<file path="src/hw/rtl/bfsma_pkg.sv">
// ----------------------------------------------------------------------------
// bfsma_pkg
// Shared types and constants of the best-fit sequence memory allocator.
// ----------------------------------------------------------------------------
package bfsma_pkg;

   localparam int MEM_WORDS = 2048;
   localparam int MAX_SEQS  = 64;

   localparam int AW = $clog2(MEM_WORDS);
   localparam int SW = AW + 1;
   localparam int EW = AW + 2;
   localparam int IW = $clog2(MAX_SEQS);
   localparam int CW = $clog2(MAX_SEQS + 1);

   localparam int CMD_W  = 2;
   localparam int LEN_W  = 12;
   localparam int ID_W   = 6;
   localparam int OFF_W  = 11;
   localparam int ST_W   = 3;
   localparam int ADDR_W = 12;

   localparam logic [CMD_W-1:0] CMD_INSERT = 2'd0;
   localparam logic [CMD_W-1:0] CMD_REMOVE = 2'd1;
   localparam logic [CMD_W-1:0] CMD_LOOKUP = 2'd2;
   localparam logic [CMD_W-1:0] CMD_UNUSED = 2'd3;

   typedef enum logic [ST_W-1:0] {
      ST_OK           = 3'd0,
      ST_NO_SPACE     = 3'd1,
      ST_NO_ID        = 3'd2,
      ST_NOT_RESERVED = 3'd3,
      ST_NOT_FOUND    = 3'd4
   } status_type;

   typedef struct packed {
      logic [AW-1:0] start;
      logic [SW-1:0] size;
      logic [IW-1:0] owner;
   } entry_type;

   typedef enum logic [1:0] {
      CELL_HOLD,
      CELL_ROT,
      CELL_INS,
      CELL_DEL
   } cell_op_type;

   typedef struct packed {
      cell_op_type   op;
      logic [IW-1:0] pos;
      entry_type     fresh;
   } cell_ctrl_type;

endpackage

</file>
<file path="src/hw/rtl/bfsma_cell.sv">
// ----------------------------------------------------------------------------
// bfsma_cell
// One table entry; rotates, opens a slot or closes one with its neighbors.
// ----------------------------------------------------------------------------
module bfsma_cell (
   input  logic                           clock,
   input  logic                           reset,
   input  logic [bfsma_pkg::IW-1:0]       index,
   input  bfsma_pkg::cell_ctrl_type       ctrl,
   input  bfsma_pkg::entry_type           left,
   input  bfsma_pkg::entry_type           right,
   output bfsma_pkg::entry_type           entry
);

   bfsma_pkg::entry_type entry_ff, entry_in, reset_value;

   always_comb begin
      reset_value = '0;
      if (index == bfsma_pkg::IW'(1)) begin
         reset_value.start = bfsma_pkg::AW'(bfsma_pkg::MEM_WORDS - 1);
         reset_value.size  = bfsma_pkg::SW'(1);
         reset_value.owner = bfsma_pkg::IW'(1);
      end else if (index == '0) begin
         reset_value.size  = bfsma_pkg::SW'(1);
      end
   end

   always_comb begin
      entry_in = entry_ff;
      case (ctrl.op)
         bfsma_pkg::CELL_ROT: entry_in = right;
         bfsma_pkg::CELL_INS: begin
            if (index == ctrl.pos) entry_in = ctrl.fresh;
            else if (index > ctrl.pos) entry_in = left;
         end
         bfsma_pkg::CELL_DEL: begin
            if (index >= ctrl.pos) entry_in = right;
         end
         default: entry_in = entry_ff;
      endcase
   end

   always_ff @(posedge clock) begin
      if (reset) entry_ff <= reset_value;
      else entry_ff <= entry_in;
   end

   assign entry = entry_ff;

endmodule

</file>
<file path="config.mk">
export PLATFORM = sky130hd
export DESIGN_NAME = bfsma_cell
export DESIGN_NICKNAME = d
export VERILOG_FILES = /design/src/hw/rtl/bfsma_pkg.sv /design/src/hw/rtl/bfsma_cell.sv
export SDC_FILE = /design/constraint.sdc
export NUM_CORES = 1
export LEC_CHECK = 0
export BUFFER_PORTS_ARGS = -buffer_cell sky130_fd_sc_hd__clkbuf_2
export CORE_UTILIZATION = 30
export DETAILED_ROUTE_END_ITERATION = 8
export SYNTH_ARGS = -nofsm -noshare
export SYNTH_HDL_FRONTEND = slang
export SYNTH_SLANG_ARGS = --single-unit
</file>
<file path="constraint.sdc">
create_clock -name clock -period 3.6 [get_ports clock]
set_input_delay 0.72 -clock clock [delete_from_list [all_inputs] [get_ports clock]]
set_output_delay 0.72 -clock clock [all_outputs]
set_load 0.1 [all_outputs]
</file>
==> flow_metrics.tcl <==
set metrics [dict create \
    setup_viol 0 \
    cts.clk_slew.worst_paths_ns 0.06 \
    crit_arrival_ns 2.40 \
    cts_tree "yes" \
    synth_top_family_by_area "multiplexers" \
    grt_pass1_wl_mm 6.69 \
    rsz0062_at_grt "false" \
    path_cells "clkbuf_2 > ha_1 > nand4_1 > nor2_4 > buf_12 > mux2i_1 > o21ai_0" \
    syn_area_mm2 0.00172 \
    overflow 0 \
    syn_area_per_cell_um2 11.1 \
    critPathKind "input pin to flip-flop" \
    cts-htree-levels 2 \
    dr_wl_met2_mm 2.19 \
    wl_met1_mm 1.81 \
    crit_required_ns 3.58 \
    numClockSinks 29 \
    gp_congestion 0.711 \
    cts-hold-fix-buffers 0 \
    place_hpwl_mm 3.41 \
    postRouteAntennaNets 0 \
    antenna_found_initial 0 \
    dieArea_mm2 0.00604 \
    route.met3.wl_um 285 \
    cts_setup_buffers 0 \
    synth_fp_nets 264 \
    grt_max_degree 30 \
    hold_path.class "input pin to flip-flop" \
    power_mw 1.21 \
    status "completed" \
    yosys.area.top_type_share 0.507 \
    dieHeight_um 77.7 \
    critical-path-max-stage-delay_ns 0.53 \
    startpoint_type "input pin" \
    post_drt_wl_per_cell_um 12.2 \
    worst_pin_slew_ns 0.994 \
    ys_ff_latch 29 \
    die_w_um 77.7 \
    num_antenna_cells 0 \
    vias 1650 \
    synth_compound_area_frac 0.145 \
    fin_crit_sh 0.673 \
    max_freq_mhz 413 \
    synth_xor_area_frac 0 \
    rows 27 \
    io_pins 132 \
    post_cts_resized 0 \
    grt_pass1_vias 1501 \
    drv_slew 0 \
    synth_top_area_cell "edfxtp_1" \
    synth.top_cells.by_area "edfxtp_1 51%, mux2i_1 17%, o21ai_0 7.3%" \
    dr.pass1.iters 4 \
    crit_fanout 15 \
    ys_types 22 \
    muxShareOfSynthArea 0.169 \
    drive_gt1_frac 0.502 \
    syn_inst 155 \
    io_buffer_count 131 \
    cts_buffer_depth 2 \
    synthAdderAreaFrac 0.0437 \
    endpoint_kind "flip-flop" \
    yosysSeqAreaShare 0.507 \
    start_util 0.312 \
    largest_register_ffs 29 \
    cts_root_buf "clkbuf_8" \
    final_nets 394 \
    maxUsedRoutingLayer "met4" \
    synth_warnings 0 \
    power_density_mw_per_mm2 480 \
    drc 0 \
    setup_tns_ns 0 \
    viasPerCell 4.62 \
    grt_use_total 0.143 \
    timing.slew.headroom 0.336 \
    totalWireLength_mm 4.35 \
    hold_viol 0 \
    cts_made_buffers 5 \
    peakVddDrop_mv 0.187 \
    min_period_ns 2.42 \
    core_mm2 0.00551 \
    holdWs_ns 0.724 \
    synthToLayoutAreaGrowth_pct 46.1 \
    drtIter0Drc 37 \
    max-cap-violations 0 \
    p_leak_nw 1.15 \
    critPathSlowestCell "nor2_4" \
    yosys.area_share.simple 0.0808 \
]
per-stage QoR:
step | util | cell area, um^2 | std cells | worst slack, ns
detailed placement | 0.442 | 2430 | 350 | 0.873
floorplan | - | 1720 | 155 | 1.43
CTS | 0.456 | 2510 | 357 | 1.16
finish | 0.456 | 2510 | 357 | 1.18
global placement | 0.442 | 2430 | 350 | 0.937
global route | 0.456 | 2510 | 357 | 1.06
power breakdown:
part           internal (mW)  total (mW)  switching (mW)
Combinational         0.0971       0.527           0.430
Clock                  0.130       0.239           0.109
Sequential             0.429       0.441          0.0121
placed cells by master (no fill, tap or decap), types with 5 or more instances in the layout:
master and count:
o21ai_0 25, mux2i_1 29, clkbuf_8 5, clkbuf_2 131
o21ai_1 6, ha_1 6, a21oi_1 14, inv_1 7
edfxtp_1 29, nand2_1 17
worst max-delay path, delay by kind of cell:
kind	cells	cell delay (ns)
muxes	1	0.20
buffers and inverters	2	0.37
adders and majority gates	1	0.30
and+or+nand+nor	2	0.71
AOI/OAI and AO/OA	1	0.09
routing by layer:
layer,GRT usage,up-vias
li1,-,834
met3,0.0329,6
met2,0.258,68
met4,0.0566,0
met1,0.162,742
met5,0,-
path summary, 6_finish.rpt:
check	slack [ns]	depth (start not counted)	endpoint	from
min	0.72	3	entry[11]$_SDFFCE_PP0P_	right[11]
max	1.18	7	entry[2]$_SDFFCE_PP0P_	index[5]
logic make-up (layout without fill, tap and decap cells):
| logic type | Yosys count | after routing |
|---|---|---|
| AO/OA/AOI/OAI | 48 | 48 |
| multiplexers | 29 | 29 |
| flip-flops | 29 | 29 |
| AND/OR/NAND/NOR | 26 | 26 |
| buffers and inverters | 17 | 147 |
| adder cells (fa/ha/maj) | 6 | 6 |
area by class of cell:
| type | instances | area (um^2) |
|---|---|---|
| multi-input combinational | 109 | 764 |
| sequential | 29 | 871 |
| timing repair buffer | 133 | 683 |
| inverter | 7 | 26.3 |
| tap | 72 | 90.1 |
| clock buffer | 6 | 72.6 |
| fill | 546 | 3000 |
| clock inverter | 1 | 3.75 |
cell usage after synthesis:
cell type and n:
nor2_1 2, o21ai_1 6, nand2b_1 1, or4b_4 1
buf_4 2, o32a_2 1, mux2i_1 29, nand2_1 17
buf_6 3, nor4_4 1, clkbuf_1 4, inv_1 7
edfxtp_1 29, nand4_1 1, nor3_1 1, buf_2 1
a211oi_1 1, nand3b_1 1, a21oi_1 15, o21ai_0 25
ha_1 6, nor3b_1 1
Power figures use the tool's default switching activity.
